## config.mk

```make
export PLATFORM = sky130hd
export DESIGN_NAME = imu_serial_frame_parser
export DESIGN_NICKNAME = d
export VERILOG_FILES = /design/src/rtl/imuf_pkg.sv /design/src/rtl/imu_serial_frame_parser.sv /design/src/rtl/imuf_frame_asm.sv /design/src/rtl/imuf_stats.sv
export SDC_FILE = /design/constraint.sdc
export NUM_CORES = 1
export LEC_CHECK = 0
export BUFFER_PORTS_ARGS = -buffer_cell sky130_fd_sc_hd__buf_2
export CAP_MARGIN = 20
export CORE_UTILIZATION = 65
export CTS_BUF_LIST = sky130_fd_sc_hd__clkbuf_8
export CTS_CLUSTER_DIAMETER = 120
export DETAILED_ROUTE_END_ITERATION = 8
export PLACE_DENSITY = 0.88
export SYNTH_ARGS = -nofsm -noshare
export SYNTH_HDL_FRONTEND = slang
export SYNTH_SLANG_ARGS = --single-unit
```

## constraint.sdc

```tcl
create_clock -name clk -period 28.2 [get_ports clk]
set_input_delay 1.41 -clock clk [delete_from_list [all_inputs] [get_ports clk]]
set_output_delay 1.41 -clock clk [all_outputs]
set_load 0.05 [all_outputs]
```

## src/rtl/imuf_pkg.sv

```systemverilog
// Types and constants of the serial IMU frame parser.
`timescale 1ns / 1ps

package imuf_pkg;

  localparam logic [7:0] HDR_BYTE  = 8'h55;
  localparam logic [7:0] TYPE_LOW  = 8'h50;
  localparam logic [7:0] TYPE_HIGH = 8'h5F;
  localparam logic [6:0] TYPE_ACCEL = 7'h51;
  localparam logic [6:0] TYPE_GYRO  = 7'h52;
  localparam logic [6:0] TYPE_ANGLE = 7'h53;

  // Frame positions: 0 hunts for header, 10 is the checksum byte
  localparam logic [3:0] POS_HUNT  = 4'd0;
  localparam logic [3:0] POS_TYPE  = 4'd1;
  localparam logic [3:0] POS_CSUM  = 4'd10;
  localparam logic [3:0] FRAME_LEN = 4'd11;
  localparam int unsigned NUM_HELD = 10;

  // Decoded frame for one byte (fields zero when no frame completes)
  typedef struct packed {
    logic        done;
    logic        ok;
    logic [6:0]  ftype;
    logic [15:0] value_a;
    logic [15:0] value_b;
    logic [15:0] value_c;
    logic [15:0] value_d;
  } frame_info_t;

  // Statistics counters
  typedef struct packed {
    logic [31:0] good;
    logic [31:0] bad;
    logic [31:0] accel;
    logic [31:0] gyro;
    logic [31:0] angle;
  } frame_counts_t;

endpackage

```

## src/rtl/imu_serial_frame_parser.sv

```systemverilog
// Top level of the serial IMU frame parser: stream ports and result register.
// A result appears on the master side in the cycle after its byte is taken.
// Throughput: one byte per cycle; a new byte is taken while a result waits, as
// long as the result register is empty or being drained in that cycle.
// Reset (rst, synchronous): parser hunts for a header, all counts are zero,
// and no result is pending.
`timescale 1ns / 1ps

module imu_serial_frame_parser (
  input  logic         clk,
  input  logic         rst,
  input  logic         s_tvalid,
  output logic         s_tready,
  input  logic [7:0]   s_tdata,   // rx_byte
  output logic         m_tvalid,
  input  logic         m_tready,
  output logic         m_tlast,   // frame_done
  // checksum_ok[0], frame_type[7:1], value_a[23:8], value_b[39:24],
  // value_c[55:40], value_d[71:56], good_frames[103:72], bad_sums[135:104],
  // accel_cnt[167:136], gyro_cnt[199:168], angle_cnt[231:200]
  output logic [231:0] m_tdata
);

  logic                    accept;
  imuf_pkg::frame_info_t   info;
  imuf_pkg::frame_counts_t counts_next;

  // Take a byte when the result register is free or drains this cycle
  assign s_tready = !m_tvalid || m_tready;
  assign accept   = s_tvalid && s_tready;

  imuf_frame_asm u_asm (
    .clk     (clk),
    .rst     (rst),
    .accept  (accept),
    .rx_byte (s_tdata),
    .info    (info)
  );

  imuf_stats u_stats (
    .clk         (clk),
    .rst         (rst),
    .accept      (accept),
    .info        (info),
    .counts_next (counts_next)
  );

  // Result valid flag
  always_ff @(posedge clk) begin
    if (rst) begin
      m_tvalid <= 1'b0;
    end else if (accept) begin
      m_tvalid <= 1'b1;
    end else if (m_tready) begin
      m_tvalid <= 1'b0;
    end
  end

  // Result payload
  always_ff @(posedge clk) begin
    if (accept) begin
      m_tlast <= info.done;
      m_tdata <= {counts_next.angle, counts_next.gyro, counts_next.accel,
                  counts_next.bad, counts_next.good,
                  info.value_d, info.value_c, info.value_b, info.value_a,
                  info.ftype, info.ok};
    end
  end

endmodule

```

## src/rtl/imuf_frame_asm.sv

```systemverilog
// Frame assembler: header hunt, type check, byte store, running checksum.
`timescale 1ns / 1ps

module imuf_frame_asm (
  input  logic                 clk,
  input  logic                 rst,
  input  logic                 accept,
  input  logic [7:0]           rx_byte,
  output imuf_pkg::frame_info_t info
);

  logic [3:0] pos;
  logic [3:0] pos_next;
  logic [7:0] sum;
  logic [7:0] sum_next;
  logic       wr;
  logic [3:0] waddr;
  logic [7:0] frame_bytes [imuf_pkg::NUM_HELD];

  // Next position, running sum and decode of a completed frame
  always_comb begin
    pos_next = imuf_pkg::POS_HUNT;
    sum_next = sum;
    wr       = 1'b0;
    waddr    = pos;
    info     = '0;
    if (pos == imuf_pkg::POS_HUNT || pos >= imuf_pkg::FRAME_LEN) begin
      if (rx_byte == imuf_pkg::HDR_BYTE) begin
        wr       = 1'b1;
        waddr    = imuf_pkg::POS_HUNT;
        pos_next = imuf_pkg::POS_TYPE;
        sum_next = rx_byte;
      end
    end else if (pos == imuf_pkg::POS_TYPE) begin
      if (rx_byte >= imuf_pkg::TYPE_LOW && rx_byte <= imuf_pkg::TYPE_HIGH) begin
        wr       = 1'b1;
        pos_next = pos + 4'd1;
        sum_next = sum + rx_byte;
      end
    end else if (pos < imuf_pkg::POS_CSUM) begin
      wr       = 1'b1;
      pos_next = pos + 4'd1;
      sum_next = sum + rx_byte;
    end else begin
      // checksum byte closes the frame
      info.done    = 1'b1;
      info.ok      = (sum == rx_byte);
      info.ftype   = frame_bytes[1][6:0];
      info.value_a = {frame_bytes[3], frame_bytes[2]};
      info.value_b = {frame_bytes[5], frame_bytes[4]};
      info.value_c = {frame_bytes[7], frame_bytes[6]};
      info.value_d = {frame_bytes[9], frame_bytes[8]};
    end
  end

  // Position register
  always_ff @(posedge clk) begin
    if (rst) begin
      pos <= imuf_pkg::POS_HUNT;
    end else if (accept) begin
      pos <= pos_next;
    end
  end

  // Frame byte store and running sum
  always_ff @(posedge clk) begin
    if (accept) begin
      sum <= sum_next;
      if (wr) begin
        frame_bytes[waddr] <= rx_byte;
      end
    end
  end

endmodule

```

## src/rtl/imuf_stats.sv

```systemverilog
// Wrapping frame statistics counters.
`timescale 1ns / 1ps

module imuf_stats (
  input  logic                   clk,
  input  logic                   rst,
  input  logic                   accept,
  input  imuf_pkg::frame_info_t  info,
  output imuf_pkg::frame_counts_t counts_next
);

  imuf_pkg::frame_counts_t counts;

  // Counts after this transaction
  always_comb begin
    counts_next = counts;
    if (info.done) begin
      if (info.ok) begin
        counts_next.good = counts.good + 32'd1;
        case (info.ftype)
          imuf_pkg::TYPE_ACCEL: counts_next.accel = counts.accel + 32'd1;
          imuf_pkg::TYPE_GYRO:  counts_next.gyro  = counts.gyro + 32'd1;
          imuf_pkg::TYPE_ANGLE: counts_next.angle = counts.angle + 32'd1;
          default: ;
        endcase
      end else begin
        counts_next.bad = counts.bad + 32'd1;
      end
    end
  end

  always_ff @(posedge clk) begin
    if (rst) begin
      counts <= '0;
    end else if (accept) begin
      counts <= counts_next;
    end
  end

endmodule

```

==> metrics.md, run 1 <==
| Metric | Value |
|---|---|
| Register Area | `roughly 13000 sq um` |
| Tot Pwr | `roughly 1.4 mW` |
| Post-DP HPWL | `30840 microns` |
| Psw | `between 0.3 and 0.4 mW` |
| Clock Tree Buf Depth | `3` |
| Vias in the first global route | `around 15000` |
| Net Sw Frac | `25.65%` |
| Synth Register Bits | `477` |
| Number of synthesized flops with an enable pin | `~310` |
| Cell Area, Synth | `roughly 21000 sq um` |
| Cell internal pwr | `1.067 mW` |
| Kind of start point of the critical path | `input pin` |
| Die footprint | `approximately 33000 sq um` |
| Net Count, Synth | `1893` |
| Most frequent cells in the layout | `312 x edfxtp_1, 246 x buf_2, 165 x nor2_1, 165 x dfxtp_1, 113 x nand2_1` |
| Wire length per cell | `about 18 microns` |
| Leakage | `8.933 nW` |
| Cts bufs inserted | `76` |
| Die Ht | `around 180 microns` |
| ANT nets after route | `0` |
| Routability cong. | `~0.9` |
| Seq/Total Area, Yosys | `between 60% and 70%` |
| Distinct cells, synth | `between 50 and 60` |
| Core area | `31640 sq um` |
| Pin count of the biggest net entering global routing | `138` |
| Most common flop cell mapped by yosys | `edfxtp_1` |
| Max_cap viols | `0` |
| Max-slew violations | `0` |
| IO Port Bufs | `around 250` |
| Unrepaired setup endpoints after global routing | `no` |
| Crit path max fanout | `20` |
| Mapped Avg Cell Area | `between 10 and 15 sq um` |
| Period utilization | `18.30%` |
| Post-Synth XOR/XNOR Area | `8.631%` |
| Drt first pass iters | `6` |
| Total global-route track usage | `28.79%` |
| Cell Pwr Density | `about 60 nW/um^2` |
| Comb power frac | `~7.2%` |
| Status | `finished, final reports clean` |
| Fin nets | `2147` |
| Worst-margin pin slew | `approximately 1.1 ns` |
| Slew margin rel. | `24.32%` |
| Clock transition at the registers of the reported paths | `0.06 ns` |
| CP arrival | `between 5 and 6 ns` |
| Post-CTS sizing | `0` |
| CP Data Required Time | `about 29 ns` |
| Clock latency on the worst-skew pair | `just over 0.6 ns` |
| Setup_tns | `0 ns` |
| Starting density of the core | `between 60% and 70%` |
| First-pass GRT wire length | `about 76000 microns` |
| Root buf cell | `clkbuf_8` |
| I/O pins | `about 250` |
| Clock Skew | `roughly 0.031 ns` |
| Largest family of logic cells by synthesized area | `simple AND/OR/NAND/NOR gates` |
| CTS tree | `yes` |
| Fin. Hold Viols | `0` |
| Kind of critical path | `input pin to flip-flop` |
| Multi-input gate area | `7839 sq um` |
| Vias | `~16000` |
| FP Rows | `65` |
| Synth Area in Adders | `less than 1%` |
| Ys Warns | `0` |
| Clock power frac | `between 30% and 40%` |
| Via-to-Cell Ratio | `slightly above 6` |
| Max Freq | `~190 MHz` |
| Mapped Cells | `between 1500 and 2000` |
| Compound-Gate Fraction of Synth Area | `5.706%` |
| Fin crit period | `roughly 5.2 ns` |
| Chip width | `~180 microns` |
| Initial detailed-routing violation count | `~1700` |
| Hold buffers post-CTS | `0` |
| Async S/R FF share, synth | `0%` |
| Total setup buffers inserted after CTS | `0` |
| DRC viols | `0` |
| Simple-gate share of the synthesized area | `20.60%` |
| Multiplexer area fraction after synthesis | `1.376%` |
| WL final | `approximately 48000 microns` |
| Hold Worst Slack | `between 0.4 and 0.5 ns` |
| ANT cells | `0` |
| Worst min-delay path class | `flip-flop to flip-flop` |
| Final setup vio count | `0` |
| Clk sinks | `around 480` |
| Share of cells above drive strength 1 | `approximately a fifth` |
| GRT Residual Overflow | `0` |
| Most common cell after layout, fill and taps aside | `edfxtp_1` |
| Area Growth Syn to Fin | `14.36%` |
| Sequential share of power | `53.4%` |
| Fill cells | `approximately 1900` |
| H-tree depth | `3` |
| Initial antenna violation count | `0` |
| Max VDD drop | `between 30 and 40 uV` |
| Worst Setup End Kind | `flip-flop` |
-- critical path, stage by stage --
cell	delay, ns
buf_2	0.27
ha_1	0.35
nor3_1	0.91
nand4_1	0.72
inv_1	0.78
nand3_1	0.51
or4_1	0.54
a21oi_1	0.18
-- synthesized netlist by cell type, drive strengths merged (2+ instances only) --
master / n / area [sq um]
and4: 13 / 113.9
o31ai: 39 / 292.8
or4: 49 / 375.4
nor3: 64 / 320.3
or3b: 2 / 17.52
buf: 6 / 31.27
or2: 7 / 43.79
a31oi: 3 / 18.77
nor2: 165 / 619.3
mux2: 23 / 259.0
and3: 20 / 125.1
or4b: 2 / 20.02
nand2: 115 / 434.2
xnor2: 99 / 867.1
inv: 41 / 153.9
xor2: 108 / 945.9
and2: 74 / 462.9
nor4b: 3 / 26.28
nand4b: 2 / 17.52
o21ai: 57 / 285.3
nand2b: 6 / 37.54
mux2i: 3 / 30.03
nor3b: 3 / 22.52
nor2b: 29 / 181.4
nor4: 42 / 290.3
o41ai: 2 / 17.52
edfxtp: 312 / 9369
ha: 15 / 187.7
dfxtp: 165 / 3303
a311oi: 2 / 23.77
nand3: 81 / 405.4
nand4bb: 2 / 22.52
nand4: 73 / 456.7
clkbuf: 83 / 311.6
or3: 50 / 317.8
a21oi: 90 / 450.4
o21ba: 3 / 30.03
-- final cells by class --
| class | instances | share of cell area [%] |
|---|---|---|
| sequential | 477 | 52.76 |
| multi-input combinational | 1258 | 32.63 |
| timing repair buffer | 265 | 5.699 |
| clock buffer | 82 | 4.698 |
| tap | 402 | 2.094 |
| clock inverter | 60 | 1.448 |
| inverter | 41 | 0.6719 |
-- metal layers --
metal | GRT usage (%) | vias to the layer above | part of all wire [%]
li1 | - | 7334 | -
met1 | 38.01 | 7426 | 40
met2 | 46.86 | 790 | 48
met3 | 5.776 | 126 | 8.6
met4 | 11.66 | 0 | 3.2
met5 | 0 | - | 0
-- state kept, by name (all words and copies together), names as in the netlist --
signal,flops
u_asm.sum,8
u_asm.pos,4
m_tdata,232
m_tvalid,1
u_asm.frame_bytes,71
m_tlast,1
u_stats.counts,160
-- final timing paths --
| check | slack (ns) | to | depth (start not counted) | startpoint |
|---|---|---|---|---|
| hold reg to reg | 0.50 | u_stats.counts[63] | 2 | u_stats.counts[63] |
| setup reg to reg | 23.61 | u_stats.counts[46] | 9 | m_tvalid |
| hold / removal | 0.50 | u_stats.counts[63] | 2 | u_stats.counts[63] |
| setup / recovery | 23.04 | u_stats.counts[14] | 8 | s_tdata[4] |
-- power by group through the flow --
stage | logic [mW] | registers (mW) | clock network (mW)
floorplan | 0.0168 | 0.845 | 0
global placement | 0.102 | 0.780 | 0
detailed placement | 0.103 | 0.780 | 0
CTS | 0.103 | 0.766 | 0.576
global route | 0.106 | 0.767 | 0.606
finish | 0.103 | 0.766 | 0.567
-- metrics by stage --
| stage | std cells | area, sq um | worst slack, ns | utilization (%) |
|---|---|---|---|---|
| 2_1_floorplan | 1865 | 21010 | 17.71 | - |
| 3_3_place_gp | 2437 | 22510 | 22.78 | 71.14 |
| 3_5_place_dp | 2437 | 22510 | 22.63 | 71.14 |
| 4_1_cts | 2579 | 23980 | 23.25 | 75.81 |
| 5_1_grt | 2585 | 24020 | 22.77 | 75.93 |
| 6_report | 2585 | 24020 | 23.04 | 75.93 |
-- cells by family (layout without fill, tap and decap cells) --
family                   count (synthesis)  count (layout)
flip-flops                             477             477
multiplexers                            26              26
AO/OA/AOI/OAI                          205             205
adder cells (fa/ha/maj)                 16              16
AND/OR/NAND/NOR                        804             804
XOR/XNOR                               207             207
buffers and inverters                  130             448
(Power assumes the default switching activity.)
==> inputs of run 2 (changes only) <==
Settings changed: CORE_UTILIZATION 65 to 55, PLACE_DENSITY 0.88 to 0.79.
Clock period 28.2 ns to 4.54 ns, I/O delays scaled along.
==> metrics.md, run 2 (synthesized netlist as in run 1, its figures left out) <==
| Metric | Value |
|---|---|
| Status | `finished, final reports clean (unchanged)` |
| Clock Tree Buf Depth | `3 (unchanged)` |
| H-tree depth | `3 (unchanged)` |
| Fin. Hold Viols | `0 (unchanged)` |
| Period utilization | `84.90%` |
| Via-to-Cell Ratio | `5.711 (was 6.064)` |
| Total setup buffers inserted after CTS | `0 (unchanged)` |
| Initial detailed-routing violation count | `1151 (was 1698)` |
| IO Port Bufs | `246 (unchanged)` |
| Total global-route track usage | `24.67% (was 28.79%)` |
| Crit path max fanout | `20 (unchanged)` |
| Final setup vio count | `0 (unchanged)` |
| First-pass GRT wire length | `75850 microns (was 75770 microns)` |
| Fin crit period | `approximately 3.9 ns` |
| Routability cong. | `0.9107 (was 0.8801)` |
| Worst min-delay path class | `input pin to flip-flop (was flip-flop to flip-flop)` |
| Top Registers | `m_tdata (232), u_stats.counts (160), u_asm.frame_bytes (71) (unchanged)` |
| Setup_tns | `0 ns (unchanged)` |
| Most common cell after layout, fill and taps aside | `edfxtp_1 (unchanged)` |
| Max-slew violations | `0 (unchanged)` |
| Kind of start point of the critical path | `input pin (unchanged)` |
| Slew margin rel. | `25.64% (was 24.32%)` |
| Drt first pass iters | `8 (was 6)` |
| Hold buffers post-CTS | `8 (was 0)` |
| ANT nets after route | `0 (unchanged)` |
| Area Growth Syn to Fin | `15.43% (was 14.36%)` |
| FP Rows | `71 (was 65)` |
| DRC viols | `0 (unchanged)` |
| Core Util, Final | `64.37% (was 75.93%)` |
| CTS tree | `yes (unchanged)` |
| Die footprint | `38980 sq um (was 33040 sq um)` |
| Place WS | `0.7897 ns (was 22.63 ns)` |
| I/O pins | `247 (unchanged)` |
| Wire length per cell | `17.93 microns (was 18.48 microns)` |
| Largest register FFs | `232 (unchanged)` |
| Multi-input gate area | `7845 sq um (was 7839 sq um)` |
| Unrepaired setup endpoints after global routing | `no (unchanged)` |
| Worst-margin pin slew | `1.105 ns (was 1.125 ns)` |
| Cts bufs inserted | `77 (was 76)` |
| CP Data Required Time | `5.08 ns (was 28.71 ns)` |
| Leakage | `8.990 nW (was 8.933 nW)` |
| Core area | `37670 sq um (was 31640 sq um)` |
| WL final | `48540 microns (was 47780 microns)` |
| Fin nets | `2158 (was 2147)` |
| Worst Setup End Kind | `flip-flop (unchanged)` |
| Share of cells above drive strength 1 | `19.00% (was 18.92%)` |
| Most frequent cells in the layout | `312 x edfxtp_1, 245 x buf_2, 165 x nor2_1, 165 x dfxtp_1, 113 x nand2_1 (was 312 x edfxtp_1, 246 x buf_2, 165 x nor2_1, 165 x dfxtp_1, 113 x nand2_1)` |
| Cell Pwr Density | `366.1 nW/um^2 (was 59.75 nW/um^2)` |
| Register Area | `12670 sq um (unchanged)` |
| Root buf cell | `clkbuf_8 (unchanged)` |
| Fill cells | `2916 (was 1945)` |
| Pin count of the biggest net entering global routing | `113 (was 138)` |
| Post-CTS sizing | `0 (unchanged)` |
| Initial antenna violation count | `1 (was 0)` |
| Final WS setup | `0.6855 ns (was 23.04 ns)` |
| Vias in the first global route | `14600 (was 14760)` |
| Clock latency on the worst-skew pair | `0.63 ns (was 0.62 ns)` |
| Vias | `15460 (was 15680)` |
| CP arrival | `4.39 ns (was 5.67 ns)` |
| Starting density of the core | `55.77% (was 66.40%)` |
| Clock Skew | `0.03254 ns (was 0.03114 ns)` |
| Post-DP HPWL | `32010 microns (was 30840 microns)` |
| Die Ht | `197.4 microns (was 181.8 microns)` |
| Max_cap viols | `0 (unchanged)` |
| Chip width | `197.4 microns (was 181.8 microns)` |
| Clk sinks | `477 (unchanged)` |
| Clock transition at the registers of the reported paths | `0.06 ns (about the same)` |
| Max Freq | `between 200 and 300 MHz` |
| Max VDD drop | `252.1 uV (was 37.28 uV)` |
| Biggest register | `m_tdata (unchanged)` |
| GRT Residual Overflow | `0 (unchanged)` |
| Kind of critical path | `input pin to flip-flop (unchanged)` |
run 2: path summary, 6_finish.rpt:
| check | start | to | slack [ns] | cells past startpoint |
|---|---|---|---|---|
| min reg2reg | u_stats.counts[41] | u_stats.counts[41] | 0.50 | 2 |
| max | s_tdata[4] | u_stats.counts[26] | 0.69 | 10 |
| min | s_tvalid | u_stats.counts[35] | 0.18 | 5 |
| max reg2reg | u_asm.sum[4] | u_stats.counts[26] | 0.72 | 8 |
run 2: per-layer routing:
layer / track usage [%] / vias to the layer above / wire length, microns
met5: 0 / - / 0
met4: 10.22 / 0 / 1546
met3: 5.907 / 99 / 3858
met2: 39.91 / 634 / 22930
met1: 31.82 / 7369 / 20200
li1: - / 7359 / -
run 2: critical path: stages:
cell and delay [ns]:
dlygate4sd3_1 0.53, buf_2 0.22, ha_1 0.40, nor3_1 0.64, nand4_1 0.22, buf_4 0.25
inv_1 0.56, nand3_1 0.56, or4_1 0.56, a21oi_1 0.20
run 2: report_power, final:
part,switching (mW),internal [mW]
registers,0.0363,4.72
logic,0.551,0.0962
clock network,1.69,1.78
total,2.28,6.60
run 2: per-stage QoR:
step / cell area (sq um) / std cells / total power, mW / hold slack, ns
after global placement: 22690 / 2552 / 5.485 / 0.4682
after detailed placement: 22690 / 2552 / 5.493 / 0.4811
after floorplan: 21010 / 1865 / 5.322 / 0.3259
final: 24250 / 2707 / 8.877 / 0.1828
after CTS: 24230 / 2704 / 8.960 / 0.1331
after global routing: 24240 / 2706 / 9.171 / 0.1641
run 2: final cells by class:
cell class / instances / area share, %
clock inverters: 60 / 1.244
diodes: 1 / 0.01032
clock buffers: 84 / 4.768
flip-flops and latches: 477 / 52.26
repair buffers: 275 / 6.058
well taps: 511 / 2.637
multi-input cells: 1258 / 32.35
inverters: 41 / 0.6657
==> inputs of run 3 (changes only) <==
Settings changed: ABC_AREA set to 1, CORE_UTILIZATION 55 to 61, PLACE_DENSITY 0.79 to 0.82.
Clock period 4.54 ns to 4 ns, I/O delays scaled along.
==> metrics.md, run 3 <==
| Metric | Value |
|---|---|
| Status | `finished with violations (was finished, final reports clean)` |
| Failing checks | `DRC` |
| Clock latency on the worst-skew pair | `0.68 ns (was 0.63 ns)` |
| Cell Area, Synth | `23830 sq um (was 21010 sq um)` |
| Clock transition at the registers of the reported paths | `0.06 ns (about the same)` |
| GRT Residual Overflow | `0 (unchanged)` |
| Fin nets | `3328 (was 2158)` |
| Synth Register Bits | `477 (unchanged)` |
| Clk sinks | `477 (unchanged)` |
| Vias in the first global route | `19810 (was 14600)` |
| Via-to-Cell Ratio | `5.412 (was 5.711)` |
| R2R setup slack | `0.92 ns (was 0.72 ns)` |
| Drt first pass iters | `9 (was 8)` |
| Max Freq | `324.5 MHz` |
| Top Registers | `m_tdata (232), u_stats.counts (160), u_asm.frame_bytes (71) (unchanged)` |
| Ys Warns | `0 (unchanged)` |
| Place WS | `0.9969 ns (was 0.7897 ns)` |
| Most frequent cells in the layout | `960 x nand2_1, 464 x inv_1, 348 x nor2_1, 312 x edfxtp_1, 254 x nand3_1 (was 312 x edfxtp_1, 245 x buf_2, 165 x nor2_1, 165 x dfxtp_1, 113 x nand2_1)` |
| Crit path max fanout | `19 (was 20)` |
| Cell repeated most along the worst path | `nand2_1` |
| Post-CTS sizing | `0 (unchanged)` |
| Net Sw Frac | `29.10% (was 25.65%)` |
| Top-count cell post-synth | `nand2_1 (was edfxtp_1)` |
| Clock power frac | `37.7% (was 39.1%)` |
| Simple-gate share of the synthesized area | `29.51% (was 20.60%)` |
| Cell internal pwr | `8.272 mW (was 6.599 mW)` |
| Distinct cells, synth | `41 (was 58)` |
| First-pass GRT wire length | `99420 microns (was 75850 microns)` |
| Most common cell after layout, fill and taps aside | `nand2_1 (was edfxtp_1)` |
| Die Ht | `199.7 microns (was 197.4 microns)` |
| Psw | `3.395 mW (was 2.277 mW)` |
| Area Growth Syn to Fin | `14.12% (was 15.43%)` |
| Largest family of logic cells by synthesized area | `simple AND/OR/NAND/NOR gates (unchanged)` |
| Setup_tns | `0 ns (unchanged)` |
| Share of cells above drive strength 1 | `12.77% (was 19.00%)` |
| Crit-path leading delay family | `simple AND/OR/NAND/NOR gates (unchanged)` |
| Cts bufs inserted | `79 (was 77)` |
| Core area | `38560 sq um (was 37670 sq um)` |
| Clock Skew | `0.04133 ns (was 0.03254 ns)` |
| Worst-margin pin slew | `1.010 ns (was 1.105 ns)` |
| Kind of critical path | `flip-flop to flip-flop (was input pin to flip-flop)` |
| Most common flop cell mapped by yosys | `edfxtp_1 (unchanged)` |
| Mapped Avg Cell Area | `7.845 sq um (was 11.26 sq um)` |
| Multiplexer area fraction after synthesis | `0% (was 1.376%)` |
| Final WS setup | `0.9188 ns (was 0.6855 ns)` |
| CTS tree | `yes (unchanged)` |
| Unrepaired setup endpoints after global routing | `no (unchanged)` |
| Initial detailed-routing violation count | `1545 (was 1151)` |
| Leakage | `12.61 nW (was 8.990 nW)` |
| Cell Pwr Density | `428.9 nW/um^2 (was 366.1 nW/um^2)` |
| Worst Setup End Kind | `flip-flop (unchanged)` |
| Wire length per cell | `16.36 microns (was 17.93 microns)` |
| Slew margin rel. | `32.60% (was 25.64%)` |
| Net Count, Synth | `3066 (was 1893)` |
| FP Rows | `72 (was 71)` |
| Max_cap viols | `0 (unchanged)` |
| Compound-Gate Fraction of Synth Area | `5.486% (was 5.706%)` |
| Sequential share of power | `49.5% (was 53.6%)` |
| Fin crit period | `between 3 and 4 ns` |
| Die footprint | `39860 sq um (was 38980 sq um)` |
| Critical path's slowest cell | `nor2_1 (was nor3_1)` |
| IO Port Bufs | `246 (unchanged)` |
| Dominant cells by area after synthesis | `edfxtp_1 39%, nand2_1 15%, dfxtp_1 14%, inv_1 6.9%, nor2_1 5.5% (was edfxtp_1 45%, dfxtp_1 16%, xor2_1 4.5%, xnor2_1 4.1%, nor2_1 2.9%)` |
| Vias | `20980 (was 15460)` |
| Final instance area | `27200 sq um (was 24250 sq um)` |
| Period utilization | `77.03%` |
| DRC viols | `3 (was 0)` |
| Synth Area in Adders | `0.8715% (was 0.9888%)` |
| WL final | `63420 microns (was 48540 microns)` |
| Clock Tree Buf Depth | `3 (unchanged)` |
| I/O pins | `247 (unchanged)` |
| Met3 Usage GRT | `5.198% (was 5.907%)` |
| Starting density of the core | `61.81% (was 55.77%)` |
| Fin. Hold Viols | `0 (unchanged)` |
| Comb power frac | `12.8% (was 7.3%)` |
| Biggest area consumer among synthesized cells | `edfxtp_1 (unchanged)` |
| Worst path bufs/invs | `4 (unchanged)` |
| Max-slew violations | `0 (unchanged)` |
| ANT nets after route | `0 (unchanged)` |
| Mapped Cells | `3038 (was 1865)` |
| Biggest register | `m_tdata (unchanged)` |
| Seq/Total Area, Yosys | `53.17% (was 60.33%)` |
| Max VDD drop | `315.6 uV (was 252.1 uV)` |
| Layer with the highest usage | `met2 (unchanged)` |
| List of most frequent post-synthesis cells | `961 x nand2_1, 438 x inv_1, 348 x nor2_1 (was 312 x edfxtp_1, 165 x dfxtp_1, 165 x nor2_1)` |
| Post-DP HPWL | `43130 microns (was 32010 microns)` |
| GR Util met1 | `40.87% (was 31.82%)` |
| Crit path largest cell delay | `0.58 ns (was 0.64 ns)` |
| Post-Synth XOR/XNOR Area | `1.911% (was 8.631%)` |
| Routability cong. | `0.9298 (was 0.9107)` |
| Initial antenna violation count | `0 (was 1)` |
| Number of synthesized flops with an enable pin | `312 (unchanged)` |
| Largest register FFs | `232 (unchanged)` |
| Chip width | `199.7 microns (was 197.4 microns)` |
| H-tree depth | `3 (unchanged)` |
| Async S/R FF share, synth | `0% (unchanged)` |
| Worst min-delay path class | `input pin to flip-flop (unchanged)` |
| ANT cells | `0 (was 1)` |
| Routing usage on met2 | `53.83% (was 39.91%)` |
| Total setup buffers inserted after CTS | `0 (unchanged)` |
| Cell Area, Placed | `25530 sq um (was 22690 sq um)` |
| Top-area cell type share of the netlist area | `39.31% (was 44.60%)` |
| CP arrival | `3.37 ns (was 4.39 ns)` |
| Pin count of the biggest net entering global routing | `153 (was 113)` |
| Final setup vio count | `0 (unchanged)` |
| CP Data Required Time | `4.29 ns (was 5.08 ns)` |
| Kind of start point of the critical path | `flip-flop (was input pin)` |
| CP cell instances | `inv_1, ha_1, nand2_2, nand2_8, inv_2, nand2_1, nand2_1, inv_1, nor2_1, nand2_1, inv_2, nand2_1, nor2_1 (was dlygate4sd3_1, buf_2, ha_1, nor3_1, nand4_1, buf_4, inv_1, nand3_1, or4_1, a21oi_1)` |
| Fill cells | `3097 (was 2916)` |
| Root buf cell | `clkbuf_8 (unchanged)` |
| Total global-route track usage | `31.90% (was 24.67%)` |
run 3: cell types whose count changed after synthesis, moves of 37 or more:
| cell | previous run | this run |
|---|---|---|
| nand2_1 | 114 | 961 |
| inv_1 | 41 | 438 |
| or3_1 | 49 | 0 |
| xnor2_1 | 99 | 3 |
| nor2_1 | 165 | 348 |
| xor2_1 | 108 | 49 |
| a21oi_1 | 90 | 151 |
| nand3_1 | 81 | 255 |
| o31ai_1 | 39 | 0 |
| or4_1 | 47 | 0 |
| nor4_1 | 39 | 2 |
| and2_1 | 74 | 0 |
run 3: through the flow:
step / power [mW] / std cells / util (%) / hold WS, ns
4_1_cts: 11.73 / 3877 / 70.54 / 0.08793
5_1_grt: 12.10 / 3877 / 70.54 / 0.1371
3_5_place_dp: 7.345 / 3728 / 66.21 / 0.5326
6_report: 11.67 / 3877 / 70.54 / 0.1328
2_1_floorplan: 6.949 / 3038 / - / 0.2989
3_3_place_gp: 7.299 / 3728 / 66.21 / 0.5236
run 3: kinds of logic (layout without fill, tap and decap cells):
family,after synthesis,in the layout
buffers and inverters,550,871
AND/OR/NAND/NOR,1690,1690
XOR/XNOR,52,52
AO/OA/AOI/OAI,253,253
flip-flops,477,477
adder cells (fa/ha/maj),16,16
run 3: worst reg2reg max path, cell delays in order (launching register included):
cell     delay, ns
dfxtp_1       0.45
inv_1         0.12
ha_1          0.23
nand2_2       0.12
nand2_8       0.14
inv_2         0.20
nand2_1       0.11
nand2_1       0.08
inv_1         0.05
nor2_1        0.12
nand2_1       0.15
inv_2         0.22
nand2_1       0.12
nor2_1        0.58
run 3: area by class of cell:
class                   instances  area [sq um]  share of cell area, %
flip-flops and latches        477         12670                  46.59
multi-input cells            2011          9017                  33.15
inverters                     449          1693                  6.224
repair buffers                282          1589                  5.842
clock buffers                  81          1115                  4.099
well taps                     518         648.1                  2.383
clock inverters                59         464.2                  1.707
run 3: power groups by stage:
| stage | clock network [mW] | logic, mW | registers [mW] |
|---|---|---|---|
| finish | 4.40 | 1.49 | 5.77 |
| CTS | 4.47 | 1.49 | 5.77 |
| detailed placement | 0 | 1.48 | 5.87 |
| global placement | 0 | 1.44 | 5.86 |
| global route | 4.68 | 1.62 | 5.80 |
| floorplan | 0 | 0.578 | 6.37 |
run 3: path summary, 6_finish.rpt:
kind,to,from,depth (start not counted)
worst max-delay path,u_asm.frame_bytes[2][4],u_asm.pos[0],13
worst min-delay path,u_asm.pos[0],s_tvalid,4
worst max register to register,u_asm.frame_bytes[2][4],u_asm.pos[0],13
worst min register to register,m_tdata[31],u_asm.frame_bytes[4][7],2
run 3: what timing repair did:
action                                  in CTS  in global routing
hold endpoints to repair                    72                  0
endpoints found under the setup margin       0                  0
hold buffers                                 9                  0
run 3: per-layer routing:
| layer | share of wire [%] | vias to the layer above |
|---|---|---|
| li1 | - | 10220 |
| met1 | 41 | 9759 |
| met2 | 49 | 861 |
| met3 | 7.5 | 140 |
| met4 | 2.9 | 0 |
| met5 | 0 | - |
